### config.mk
export PLATFORM = sky130hd
export DESIGN_NAME = lzw_variable_width_code_packer
export DESIGN_NICKNAME = d
export VERILOG_FILES = /design/src/sv/lzwp_pkg.sv /design/src/sv/lzwp_core.sv /design/src/sv/lzwp_serializer.sv /design/src/sv/lzw_variable_width_code_packer.sv
export SDC_FILE = /design/constraint.sdc
export NUM_CORES = 1
export LEC_CHECK = 0
export BUFFER_PORTS_ARGS = -buffer_cell sky130_fd_sc_hd__buf_2
export CAP_MARGIN = 10
export CORE_ASPECT_RATIO = 0.5
export CORE_UTILIZATION = 57
export DETAILED_ROUTE_END_ITERATION = 7
export PLACE_DENSITY = 0.79
export SETUP_SLACK_MARGIN = 0.3
export SKIP_LAST_GASP = 1
export SYNTH_ARGS = -nofsm -noshare
export SYNTH_HDL_FRONTEND = slang
export SYNTH_SLANG_ARGS = --single-unit
### constraint.sdc
create_clock -name i_clk -period 9.81 [get_ports i_clk]
set_clock_uncertainty 0.05 [all_clocks]
set_input_delay 1.4715 -clock i_clk [delete_from_list [all_inputs] [get_ports i_clk]]
set_output_delay 1.4715 -clock i_clk [all_outputs]
set_load 0.1 [all_outputs]
### src/sv/lzwp_pkg.sv
`default_nettype none

package lzwp_pkg;

    localparam int ACC_W       = 32;
    localparam int GRP_CNT_W   = 3;
    localparam int FIRST_CODE  = 256;
    localparam int FIRST_GROW  = 512;

    typedef struct packed {
        logic [15:0] code_word;
        logic        final_code;
    } t_in;

    typedef struct packed {
        logic [7:0] out_byte;
        logic       last_byte;
    } t_out;

    typedef struct packed {
        logic [ACC_W-1:0]     data;
        logic [GRP_CNT_W-1:0] count;
        logic                 last;
    } t_group;

endpackage

`default_nettype wire

### src/sv/lzwp_core.sv
`default_nettype none

module lzwp_core #(
    parameter int START_WIDTH = 9,
    parameter int MAX_WIDTH   = 16
) (
    input  wire logic            i_clk,
    input  wire logic            i_rst_n,
    input  wire lzwp_pkg::t_in   i_item,
    input  wire logic            i_xfer,
    output lzwp_pkg::t_group     o_group
);

    localparam int CNW = MAX_WIDTH + 1;
    localparam logic [4:0]     START_W5 = 5'(START_WIDTH);
    localparam logic [4:0]     MAX_W5   = 5'(MAX_WIDTH);
    localparam logic [CNW-1:0] NUM_INIT = CNW'(lzwp_pkg::FIRST_CODE);
    localparam logic [CNW-1:0] NUM_GROW = CNW'(lzwp_pkg::FIRST_GROW);

    logic [6:0]     r_pbits,  n_pbits;
    logic [2:0]     r_pcount, n_pcount;
    logic [4:0]     r_width,  n_width;
    logic [CNW-1:0] r_num,    n_num;

    logic [lzwp_pkg::ACC_W-1:0] code_ext;
    logic [lzwp_pkg::ACC_W-1:0] acc;
    logic [lzwp_pkg::ACC_W-1:0] aligned;
    logic [4:0]                 cnt;
    logic [2:0]                 rem;
    logic [2:0]                 nbytes;
    logic                       grows;

    always_comb begin
        code_ext = lzwp_pkg::ACC_W'(i_item.code_word)
                 & ((lzwp_pkg::ACC_W'(1) << r_width) - lzwp_pkg::ACC_W'(1));
        acc      = (lzwp_pkg::ACC_W'(r_pbits) << r_width) | code_ext;
        cnt      = 5'(r_pcount) + r_width;
        rem      = cnt[2:0];
        nbytes   = {1'b0, cnt[4:3]};
        aligned  = acc << 5'(6'd32 - {1'b0, cnt});

        o_group.data  = aligned;
        o_group.last  = i_item.final_code;
        o_group.count = i_item.final_code ? (nbytes + {2'b0, (rem != 3'd0)}) : nbytes;

        grows = (r_num >= NUM_GROW) && ((r_num & (r_num - CNW'(1))) == '0)
              && !r_num[MAX_WIDTH] && (r_width < MAX_W5);

        n_pbits  = r_pbits;
        n_pcount = r_pcount;
        n_width  = r_width;
        n_num    = r_num;
        if (i_xfer) begin
            if (i_item.final_code) begin
                n_pbits  = '0;
                n_pcount = '0;
                n_width  = START_W5;
                n_num    = NUM_INIT;
            end else begin
                n_pbits  = acc[6:0] & ((7'd1 << rem) - 7'd1);
                n_pcount = rem;
                if (grows) begin
                    n_width = r_width + 5'd1;
                end
                if (!r_num[MAX_WIDTH]) begin
                    n_num = r_num + CNW'(1);
                end
            end
        end
    end

    always_ff @(posedge i_clk) begin
        if (!i_rst_n) begin
            r_pbits  <= '0;
            r_pcount <= '0;
            r_width  <= START_W5;
            r_num    <= NUM_INIT;
        end else begin
            r_pbits  <= n_pbits;
            r_pcount <= n_pcount;
            r_width  <= n_width;
            r_num    <= n_num;
        end
    end

    a_final_restart: assert property (@(posedge i_clk) disable iff (!i_rst_n)
        i_xfer && i_item.final_code |=> r_pcount == 3'd0 && r_width == START_W5
                                        && r_num == NUM_INIT)
        else $error("stream state not restarted after final item");

    a_final_emits: assert property (@(posedge i_clk) disable iff (!i_rst_n)
        i_xfer && i_item.final_code |-> o_group.count != '0)
        else $error("final item produced no byte");

    a_width_floor: assert property (@(posedge i_clk) disable iff (!i_rst_n)
        r_width >= START_W5)
        else $error("code width below start width");

endmodule

`default_nettype wire

### src/sv/lzwp_serializer.sv
`default_nettype none

module lzwp_serializer (
    input  wire logic         i_clk,
    input  wire logic         i_rst_n,
    input  wire lzwp_pkg::t_group i_group,
    input  wire logic         i_load,
    output logic              o_load_ready,
    output logic              o_valid,
    input  wire logic         i_ready,
    output lzwp_pkg::t_out    o_data
);

    logic [lzwp_pkg::ACC_W-1:0]     r_data;
    logic [lzwp_pkg::GRP_CNT_W-1:0] r_cnt;
    logic                           r_last;
    logic                           take;

    assign o_valid          = (r_cnt != '0);
    assign take             = o_valid && i_ready;
    assign o_load_ready     = (r_cnt == '0) || (take && r_cnt == 3'd1);
    assign o_data.out_byte  = r_data[lzwp_pkg::ACC_W-1 -: 8];
    assign o_data.last_byte = r_last && (r_cnt == 3'd1);

    always_ff @(posedge i_clk) begin
        if (!i_rst_n) begin
            r_cnt <= '0;
        end else if (i_load) begin
            r_cnt <= i_group.count;
        end else if (take) begin
            r_cnt <= r_cnt - 3'd1;
        end
    end

    always_ff @(posedge i_clk) begin
        if (i_load) begin
            r_data <= i_group.data;
            r_last <= i_group.last;
        end else if (take) begin
            r_data <= r_data << 8;
        end
    end

endmodule

`default_nettype wire

### src/sv/lzw_variable_width_code_packer.sv
// Datapath: an accepted item is held in the input register, packed into a byte group
// once the serializer can take it, and loaded into the byte register, which offers
// its first byte. Throughput: one byte per cycle out of the byte register while the
// output is ready; an item completes 1 to 3 bytes (about 2 per 16-bit code).
// Reset: synchronous, active low; clears both valid stages and restarts the stream.
`default_nettype none

module lzw_variable_width_code_packer #(
    parameter int START_WIDTH = 9,
    parameter int MAX_WIDTH   = 16
) (
    input  wire logic       i_clk,
    input  wire logic       i_rst_n,
    input  wire logic       i_in_valid,
    output logic            o_in_ready,
    input  wire lzwp_pkg::t_in i_in_data,
    output logic            o_out_valid,
    input  wire logic       i_out_ready,
    output lzwp_pkg::t_out  o_out_data
);

    logic              r_in_valid;
    lzwp_pkg::t_in     r_in;
    lzwp_pkg::t_group  group;
    logic              ser_ready;
    logic              xfer;

    assign xfer       = r_in_valid && ser_ready;
    assign o_in_ready = !r_in_valid || xfer;

    always_ff @(posedge i_clk) begin
        if (!i_rst_n) begin
            r_in_valid <= 1'b0;
        end else if (o_in_ready) begin
            r_in_valid <= i_in_valid;
        end
    end

    always_ff @(posedge i_clk) begin
        if (o_in_ready && i_in_valid) begin
            r_in <= i_in_data;
        end
    end

    lzwp_core #(
        .START_WIDTH (START_WIDTH),
        .MAX_WIDTH   (MAX_WIDTH)
    ) u_core (
        .i_clk   (i_clk),
        .i_rst_n (i_rst_n),
        .i_item  (r_in),
        .i_xfer  (xfer),
        .o_group (group)
    );

    lzwp_serializer u_ser (
        .i_clk        (i_clk),
        .i_rst_n      (i_rst_n),
        .i_group      (group),
        .i_load       (xfer),
        .o_load_ready (ser_ready),
        .o_valid      (o_out_valid),
        .i_ready      (i_out_ready),
        .o_data       (o_out_data)
    );

endmodule

`default_nettype wire

==> results of run 1 <==
==> area by class of cell <==
type | count | share of cell area (%)
multi-input cells | 747 | 62.5
flip-flops and latches | 86 | 26.6
repair buffers | 45 | 3.12
well taps | 186 | 2.79
clock buffers | 10 | 2.74
inverters | 28 | 1.26
clock inverters | 6 | 1.03
==> worst max-delay path: stages (launching register included) <==
cell,delay [ps]
dfxtp_1,690
ha_2,300
buf_4,560
ha_1,350
buf_4,250
inv_1,860
nand2_1,440
a2111oi_0,610
a311oi_1,110
nand4b_1,230
mux2i_1,150
o221a_2,250
==> where the power goes <==
group	total (uW)	internal [uW]	switching, uW
clock network	377	223	154
registers	548	509	39.1
logic	810	235	575
==> path summary, 6_finish.rpt <==
| kind | start | endpoint | cells after the start |
|---|---|---|---|
| min reg2reg | u_core.r_pcount[0] | u_core.r_pcount[0] | 2 |
| min | u_core.r_pcount[0] | u_core.r_pcount[0] | 2 |
| max | u_core.r_width[0] | u_ser.r_data[29] | 11 |
| max reg2reg | u_core.r_width[0] | u_ser.r_data[29] | 11 |
==> metrics by stage <==
stage                     cell area [um2]  setup slack [ps]
final                                8350              4700
after global routing                 8350              4470
after CTS                            8350              4870
after detailed placement             8040              4900
after global placement               8040              4910
after floorplan                      7910              4590
==> layer usage <==
metal	vias up	global-route usage (%)
met2	519	50.8
li1	3585	-
met4	0	9.83
met1	3767	53.5
met5	-	0
met3	53	10.2
==> cell usage after synthesis (6+ instances only) <==
master / n
a211o_1: 10
a211oi_1: 6
a21boi_0: 7
a21o_1: 14
a21oi_1: 46
a31oi_1: 11
a32oi_1: 17
and2_1: 15
and3_1: 15
buf_1: 7
buf_2: 12
buf_4: 11
clkbuf_1: 44
dfxtp_1: 36
edfxtp_1: 50
ha_1: 25
inv_1: 24
mux2_2: 10
mux2i_1: 23
mux4_2: 11
nand2_1: 80
nand2b_1: 12
nand3_1: 31
nand4_1: 15
nor2_1: 83
nor2b_1: 19
nor3_1: 20
nor3b_1: 9
nor4_1: 7
o211ai_1: 20
o21a_1: 6
o21ai_0: 40
o221a_2: 10
o221ai_1: 9
o22a_1: 7
o22ai_1: 11
o31ai_1: 9
o32ai_1: 8
or2_2: 8
or3_1: 10
xnor2_1: 8
==> kinds of logic (layout without fill, tap and decap cells) <==
| group | after synthesis | in the layout | synth area share, % |
|---|---|---|---|
| muxes | 47 | 47 | 7.99 |
| AOI/OAI and AO/OA | 308 | 308 | 29.3 |
| DFF | 86 | 86 | 28.1 |
| buffers and inverters | 105 | 89 | 5.98 |
| xor gates and xnor gates | 12 | 12 | 1.33 |
| and+or+nand+nor | 354 | 354 | 23.1 |
| adders and majority gates | 26 | 26 | 4.21 |
==> registers in the layout, summed over array words and instances, names as in the netlist <==
| signal | cells |
|---|---|
| u_core.r_pbits | 7 |
| r_in | 17 |
| u_core.r_num | 17 |
| u_core.r_pcount | 3 |
| r_in_valid | 1 |
| u_core.r_width | 5 |
| u_ser.r_last | 1 |
| u_ser.r_data | 32 |
| u_ser.r_cnt | 3 |
==> summary.txt, run 1 <==
Outcome
  – Status: finished, final reports clean

Final layout
  – Multi-input logic area: 5220 um2
  – Post-Layout Cell Count: 1108
  – Final nets: 964
  – N_diodes: 0
  – Reg area: 2220 um2
  – Area grow syn2layout: 5.60%
  – Filler Cell Count: 1114
  – Commonest non-fill, non-tap cells in the layout: nor2_1 (83), nand2_1 (80), edfxtp_1 (50)
  – Final Util: 63.8%
  – Most common cell after layout, fill and taps aside: nor2_1
  – Share of layout cells above drive strength 1: 13.4%

STA
  – Worst Tran Pin Value: 1140 ps
  – RSZ-0062 raised after global routing: no
  – FMAX: 196 MHz
  – Slew Limit Headroom: 24.0%
  – Min Tclk post-route: 5110 ps
  – TNS Setup: 0 ps
  – Hold Slack: 449 ps
  – Endpoints failing hold: 0
  – Endpoints failing setup: 0
  – Count of pins over their slew limit: 0
  – Final period util: 52.1%

Route
  – Antenna Violating Nets Remaining: 0
  – Via density: 7.15
  – Drt first pass iters: 5
  – Routed wl met3: 3400 um
  – Top Metal Used: met4
  – DR WL/cell: 23.3 um
  – Via count: 7924
  – Residual DRC count: 0
  – Metal2 WL: 10200 um
  – DRT met1 WL: 11600 um
  – Final WL: 25900 um
  – 1st-iter DRT viols: 1151

Synth
  – Synth Flop Type: edfxtp_1
  – Cell taking the most area after synthesis: edfxtp_1
  – Avg Cell Area, Syn: 8.43 um2
  – Share of the synthesized area in the top cell type: 19.0%
  – Cell Area, Synth: 7910 um2
  – Asr flop ratio synth: 0%
  – YS warnings: 0
  – Syn Inst Count: 938
  – Register area share after synthesis: 28.1%
  – Synth cell types: 99
  – Area contributors post-synth: edfxtp_1 (19%), dfxtp_1 (9.1%), ha_1 (4.0%), nor2_1 (3.9%), nand2_1 (3.8%)
  – Mapped Nets: 985
  – FF+latch count, synth: 86
  – Post-synth EDFFs: 50

Setup path
  – R2R setup slack: 4700 ps
  – Worst Path Arrival: 5170 ps
  – Setup crit end kind: flop
  – Worst path required time: 9870 ps
  – CP startpoint kind: flop
  – Setup CP Type: flop to flop
  – Maximum fanout along the worst path: 64

Clocking
  – Worst-path clk slew: 60 ps
  – Hold_buf cts: 0
  – Resize count post-CTS: 0
  – Clock root buffer: clkbuf_16
  – Inserted Clock Buffers: 9
  – Setup bufs post-CTS: 0
  – Clock buffer depth: 2
  – Clk sinks: 86
  – Clock latency on the worst-skew pair: 360 ps
  – Clock H-tree levels: 3
  – CTS tree: yes

Die
  – Die height: 85.3 um
  – Die area: 14400 um2
  – I/O pin count: 32
  – Initial Utilization: 60.4%
  – Core box area: 13100 um2
  – Chip width: 169 um
  – Cell row count: 29

Placement
  – Dpl hpwl: 18700 um
  – Routability cong.: 1.02
  – Placed cells: 1092
  – Port bufs: 31

Power and ir drop
  – VDD IR max: 0.102 mV
  – Total power: 1740 uW
  – P_leak: 0.00304 uW
  – Pwr Density: 208 nW/um2

Run
  – Max_cap viols: 0

Global routing
  – Largest net degree at the start of global routing: 65
  – Initial antenna violation count: 0
  – GRT Util Overall: 36.1%
  – GRT overflow: 0
  – Vias in the first global route: 6929
  – Global-route wire length before repair: 39600 um

Worst hold path
  – HP Class: flop to flop
(Power assumes the default switching activity.)
==> run 2, diff against run 1 <==
- ABC_AREA: unset -> 1
- PLACE_DENSITY: 0.79 -> 0.8
- clock period: 9.81 -> 5.3 ns (I/O delays scaled with it)
==> summary.txt, run 2 <==
Final layout
  – Registers with the most flip-flops: u_ser.r_data (32), r_in (17), u_core.r_num (17)
  – Commonest non-fill, non-tap cells in the layout: nand2_1 (303), nand3_1 (251), inv_1 (92)
  – N_diodes: 0 (unchanged)
  – Final nets: 1149 (+19%)
  – Area grow syn2layout: 6.06%
  – Max reg flops: 32 (unchanged)
  – Share of layout cells above drive strength 1: 10.2% (-3.2 points)
  – Most common cell after layout, fill and taps aside: nand2_1
  – Largest register by flop count: u_ser.r_data
  – Post-Layout Cell Count: 1272 (+15%)

Setup path
  – Most used cell, CP: ha_1
  – Critical Path End: u_ser.r_data[23]
  – FF-to-FF End: u_ser.r_data[23]
  – Worst path required time: 5360 ps (-4510 ps)
  – CP startpoint kind: flop
  – Worst R2R Path Depth: 12 (+1)
  – CP Cell Sequence: ha_1 -> fa_1 -> inv_1 -> ha_1 -> ha_1 -> buf_4 -> inv_1 -> nand3_1 -> nand3_1 -> o21ai_1 -> a21oi_1 -> nor2_1
  – Worst setup path start: u_core.r_width[0]
  – Worst Path Arrival: 3970 ps (-1200 ps)
  – Maximum fanout along the worst path: 33 (-48%)
  – Crit-path slowest cell: inv_1
  – R2r startpoint: u_core.r_width[0]
  – Setup crit end kind: flop
  – R2R setup slack: 1390 ps (-3310 ps)
  – CP max stage delay: 680 ps (-180 ps)
  – Setup CP Type: flop to flop

Clocking
  – Worst-path clk slew: 70 ps (about the same)
  – Clock buffer depth: 2 (unchanged)
  – Clock root buffer: clkbuf_16
  – CTS tree: yes
  – Setup bufs post-CTS: 0 (unchanged)
  – Inserted Clock Buffers: 9 (unchanged)
  – Hold_buf cts: 0 (unchanged)
  – Clock latency on the worst-skew pair: 360 ps (about the same)
  – Resize count post-CTS: 0 (unchanged)
  – Clk sinks: 86 (unchanged)
  – Clock H-tree levels: 3 (unchanged)

STA
  – Min Tclk post-route: 3910 ps (-1200 ps)
  – FMAX: 256 MHz (+31%)
  – RSZ-0062 raised after global routing: no
  – Final period util: 73.8% (+22 points)
  – Hold Slack: 417 ps (-31.4 ps)
  – Count of pins over their slew limit: 0 (unchanged)
  – TNS Setup: 0 ps (unchanged)
  – Slew Limit Headroom: 39.3% (+15 points)
  – Worst Tran Pin Value: 910 ps (-228 ps)
  – Endpoints failing setup: 0 (unchanged)
  – Endpoints failing hold: 0 (unchanged)

Worst hold path
  – HP Class: flop to flop

Route
  – Top Metal Used: met4
  – Via density: 5.91 (-17%)
  – Antenna Violating Nets Remaining: 0 (unchanged)
  – Metal2 WL: 8860 um (-13%)
  – Drt first pass iters: 5 (unchanged)
  – Residual DRC count: 0 (unchanged)
  – Routed wl met3: 2100 um (-38%)
  – Final WL: 21200 um (-18%)
  – DR WL/cell: 16.7 um (-28%)
  – Via count: 7515 (-5.2%)
  – DRT met1 WL: 9910 um (-15%)
  – 1st-iter DRT viols: 686 (-40%)

Power and ir drop
  – Internal: 1700 uW (+76%)
  – Pwr Density: 430 nW/um2 (+110%)
  – P_leak: 0.00361 uW (+19%)
  – Seq pwr share: 30.4% (-1.2 points)
  – Combinational group share of total power: 50.9% (+4.2 points)
  – VDD IR max: 0.357 mV (+250%)
  – P_sw: 1600 uW (+110%)
  – Clock network fraction of design power: 18.7% (-3.0 points)
  – Switching part of the total: 48.5% (+4.2 points)

Outcome
  – Status: finished, final reports clean

Synth
  – Cell taking the most area after synthesis: edfxtp_1
  – Area contributors post-synth: edfxtp_1 (21%), nand3_1 (17%), nand2_1 (16%), dfxtp_1 (9.9%), inv_1 (4.8%)
  – Cell Area, Synth: 7240 um2 (-8.4%)
  – Avg Cell Area, Syn: 6.57 um2 (-22%)
  – Post-synth EDFFs: 50 (unchanged)
  – Mapped Nets: 1150 (+17%)
  – Synth top cells by count: nand2_1 (303), nand3_1 (251), inv_1 (92), nor2_1 (83), edfxtp_1 (50)
  – Register area share after synthesis: 30.7% (+2.6 points)
  – YS warnings: 0 (unchanged)
  – Share of the synthesized area in the top cell type: 20.7% (+1.7 points)
  – FF+latch count, synth: 86 (unchanged)
  – Asr flop ratio synth: 0% (unchanged)
  – Syn Inst Count: 1103 (+18%)
  – Count leader, synth: nand2_1
  – Synth cell types: 49 (-51%)
  – Synth Flop Type: edfxtp_1

Die
  – Die area: 13200 um2 (-8.3%)
  – Cell row count: 28 (-3.4%)
  – Die height: 81.7 um (-4.2%)
  – Chip width: 161 um (-4.2%)
  – Core box area: 12100 um2 (-7.7%)
  – I/O pin count: 32 (unchanged)
  – Initial Utilization: 59.9% (-0.44 points)

Placement
  – Port bufs: 31 (unchanged)
  – Placed cells: 1256 (+15%)
  – Dpl hpwl: 16000 um (-14%)
  – Routability cong.: 0.959 (-6.3%)

Global routing
  – Largest net degree at the start of global routing: 37 (-43%)
  – GRT overflow: 0 (unchanged)
  – Initial antenna violation count: 0 (unchanged)
  – GRT Util Overall: 33.3% (-2.9 points)
  – Global-route wire length before repair: 33900 um (-14%)
  – Vias in the first global route: 6581 (-5.0%)

Run
  – Max_cap viols: 0 (unchanged)
run 2: changes by cell type after synthesis, moves of 13 or more:
cell      change
a32oi_1      -17
and2_1       -14
and3_1       -13
clkbuf_1     -28
inv_1        +68
mux2i_1      -23
nand2_1     +223
nand3_1     +220
nor2b_1      -19
o21ai_0      -17
run 2: cells by family after synthesis:
group	after synthesis	synth area share, %
AOI/OAI and AO/OA	115	9.59
xor gates and xnor gates	8	1.38
adders and majority gates	26	4.59
buffers and inverters	158	9.31
DFF	86	30.7
and+or+nand+nor	710	44.4
run 2: routing by layer:
metal / GRT usage (%) / vias to the layer above
li1: - / 3716
met1: 46.9 / 3426
met2: 50.1 / 343
met3: 8.28 / 30
met4: 10.0 / 0
met5: 0 / -
run 2: cell type report:
cell class                      instances  area [um2]
Clock buffer                           10         229
Clock inverter                          6        47.5
Fill cell                            1173        4400
Inverter                              104         393
Multi-Input combinational cell        859        4350
Sequential cell                        86        2220
Tap cell                              165         206
Timing Repair Buffer                   42         238
run 2: stage by stage:
stage / util (%) / area [um2] / setup WS, ps / total power [uW]
final: 63.6 / 7680 / 1390 / 3300
after floorplan: - / 7240 / 2180 / 2350
after global routing: 63.6 / 7680 / 1050 / 3510
after global placement: 61.3 / 7410 / 1570 / 2640
after detailed placement: 61.3 / 7410 / 1450 / 2660
after CTS: 63.6 / 7680 / 1430 / 3280
run 2: worst min-delay path by stage:
| stage | startpoint | to | slack, ps | cells past startpoint |
|---|---|---|---|---|
| 2_1_floorplan | u_core.r_pbits[6] | u_core.r_pbits[6] | 400 | 2 |
| 3_3_place_gp | u_core.r_pbits[6] | u_core.r_pbits[6] | 400 | 2 |
| 3_5_place_dp | u_core.r_pbits[6] | u_core.r_pbits[6] | 410 | 2 |
| 4_1_cts | u_core.r_pbits[6] | u_core.r_pbits[6] | 420 | 2 |
| 5_1_grt | u_core.r_pcount[2] | u_core.r_pcount[2] | 440 | 2 |
| 6_report | u_core.r_pbits[6] | u_core.r_pbits[6] | 420 | 2 |
run 2: critical path, delay by kind of cell (launching register included):
kind | cells | cell delay, ps
simple gates | 3 | 420
compound gates | 2 | 260
flops | 1 | 650
buf+inv | 3 | 1040
fa+ha+maj | 4 | 1230
run 2: power by group through the flow:
stage / clock, uW / sequential, uW / combinational (uW)
3_3_place_gp: 0 / 1010 / 1630
3_5_place_dp: 0 / 1020 / 1640
4_1_cts: 622 / 1010 / 1650
2_1_floorplan: 0 / 1000 / 1350
5_1_grt: 641 / 1020 / 1840
6_report: 616 / 1000 / 1680
==> run 3, diff against run 2 <==
- ABC_AREA: 1 -> 0
- PLACE_DENSITY: 0.8 -> 0.79
- clock period: 5.3 -> 3.65 ns (I/O delays scaled with it)
==> summary.txt, run 3 (synthesis results as in run 1) <==
Setup path
  – Crit-path slowest cell: o21ai_0
  – Worst path required time: 3700 ps (-1660 ps)
  – CP bufs+invs: 1 (-2)
  – CP max stage delay: 640 ps (-40 ps)
  – CP top delay family: compound AO/OA/AOI/OAI gates
  – Most used cell, CP: nor2_1
  – CP startpoint kind: flop
  – Worst Path Arrival: 3550 ps (-420 ps)
  – Setup CP Type: flop to flop
  – CP Cell Sequence: ha_1 -> o21ai_0 -> nor2_1 -> o211a_1 -> xnor2_2 -> buf_4 -> nor2_1 -> o311a_1 -> o32a_1
  – Setup crit end kind: flop
  – Maximum fanout along the worst path: 14 (-58%)

Clocking
  – Clock buffer depth: 2 (unchanged)
  – Clock root buffer: clkbuf_16
  – Clk sinks: 86 (unchanged)
  – Clock latency on the worst-skew pair: 360 ps (about the same)
  – CTS tree: yes
  – Clock H-tree levels: 3 (unchanged)
  – Hold_buf cts: 0 (unchanged)
  – Worst-path clk slew: 80 ps (about the same)
  – Inserted Clock Buffers: 9 (unchanged)

STA
  – FMAX: 286 MHz (+12%)
  – Endpoints failing hold: 0 (unchanged)
  – RSZ-0062 raised after global routing: yes
  – Endpoints failing setup: 0 (unchanged)
  – Worst Tran Pin Value: 952 ps (+41.5 ps)
  – Final Worst Setup Slack: 150 ps (-1240 ps)
  – Slew Limit Headroom: 36.6% (-2.7 points)
  – Final period util: 95.9% (+22 points)
  – Min Tclk post-route: 3500 ps (-410 ps)
  – Count of pins over their slew limit: 0 (unchanged)

Route
  – DR WL/cell: 25.0 um (+50%)
  – Via density: 7.12 (+20%)
  – Drt first pass iters: 6 (+1)
  – 1st-iter DRT viols: 1323 (+93%)
  – Residual DRC count: 0 (unchanged)
  – Antenna Violating Nets Remaining: 0 (unchanged)
  – Via count: 8476 (+13%)
  – Final WL: 29800 um (+41%)

Worst hold path
  – HP Class: input pin to flop

Global routing
  – Met2 Usage GRT: 63.5% (+13 points)
  – Initial antenna violation count: 0 (unchanged)
  – Global-route wire length before repair: 44400 um (+31%)
  – Met1 Resource Use GR: 55.3% (+8.4 points)
  – GRT overflow: 0 (unchanged)
  – Vias in the first global route: 7664 (+16%)
  – GRT Util Overall: 40.8% (+7.6 points)
  – GR peak layer: met2
  – Largest net degree at the start of global routing: 36 (-2.7%)
  – Grt met3 use: 10.4% (+2.1 points)

Die
  – Chip width: 169 um (+4.4%)
  – Cell row count: 29 (+3.6%)
  – Core box area: 13100 um2 (+8.4%)
  – Initial Utilization: 60.4% (+0.44 points)
  – Die height: 85.3 um (+4.4%)
  – Die area: 14400 um2 (+9.0%)
  – I/O pin count: 32 (unchanged)

Final layout
  – N_diodes: 0 (unchanged)
  – Share of layout cells above drive strength 1: 27.0% (+17 points)
  – Post-Layout Cell Count: 1191 (-6.4%)
  – Filler Cell Count: 980 (-16%)
  – Max reg flops: 32 (unchanged)
  – Area grow syn2layout: 20.0%
  – Largest register by flop count: u_ser.r_data
  – Commonest non-fill, non-tap cells in the layout: buf_4 (85), nor2_1 (81), nand2_1 (75)
  – Most common cell after layout, fill and taps aside: buf_4
  – Final Cell Area: 9490 um2 (+24%)
  – Final nets: 1047 (-8.9%)
  – Registers with the most flip-flops: u_ser.r_data (32), r_in (17), u_core.r_num (17)

Placement
  – Place WS: -71.0 ps (-1520 ps)
  – Dpl hpwl: 21600 um (+35%)
  – Routability cong.: 1.05 (+10%)
  – Post-DP Area: 8580 um2 (+16%)
  – Placed cells: 1152 (-8.3%)
  – Port bufs: 31 (unchanged)

Outcome
  – Status: finished, final reports clean

Run
  – Max_cap viols: 0 (unchanged)

Power and ir drop
  – P_leak: 0.00354 uW (-1.9%)
  – VDD IR max: 0.321 mV (-10%)
  – Pwr Density: 528 nW/um2 (+23%)
[run 3: changes by cell type in the layout (fill, tap and decap cells not counted), moves of 13 or more]
| cell | previous run | this run |
|---|---|---|
| inv_1 | 92 | 22 |
| nor2b_1 | 0 | 18 |
| and3_1 | 2 | 15 |
| nand3_1 | 251 | 31 |
| and2_1 | 1 | 15 |
| buf_4 | 11 | 85 |
| a32oi_1 | 0 | 14 |
| nand2_1 | 303 | 75 |
| mux2i_1 | 0 | 21 |
[run 3: cell type report]
cell class,instances,area [um2],area share [%]
Multi-Input combinational cell,747,5660,59.7
Sequential cell,86,2230,23.5
Timing Repair Buffer,128,941,9.91
Clock buffer,11,264,2.78
Tap cell,186,233,2.45
Inverter,28,115,1.21
Clock inverter,5,46.3,0.488
[run 3: final timing paths]
kind / from / cells past startpoint / slack [ps] / end
worst max register to register: u_core.r_width[2] / 9 / 150 / u_ser.r_data[18]
worst min-delay path: i_in_data[11] / 1 / 310 / r_in[11]
worst max-delay path: u_core.r_width[2] / 9 / 150 / u_ser.r_data[18]
worst min register to register: u_core.r_pcount[0] / 2 / 440 / u_core.r_pcount[0]
[run 3: per-layer routing]
layer,wire length [um],up-vias
met5,0,-
met4,1050,0
met3,3580,103
met2,12700,583
met1,12500,4033
li1,-,3757
[run 3: what timing repair did]
action	CTS	global route
endpoints found under the setup margin	28	29
gates cloned	0	0
pin swaps	5	17
gates resized for setup	27	61
buffers inserted	7	16
[run 3: where the power goes]
group          internal (uW)  leakage (uW)  switching, uW
clock                    535      0.000154            451
sequential              1370      0.000778            113
combinational            829       0.00261           1710
[run 3: per-stage QoR]
stage / power [uW] / utilization [%] / hold WS [ps] / TNS [ps]
6_report: 5010 / 72.5 / 311 / 0
4_1_cts: 4800 / 69.4 / 312 / 0
3_3_place_gp: 3740 / 65.5 / 409 / -35.9
5_1_grt: 5170 / 72.5 / 308 / 0
3_5_place_dp: 3790 / 65.5 / 423 / -126
2_1_floorplan: 3200 / - / 395 / 0
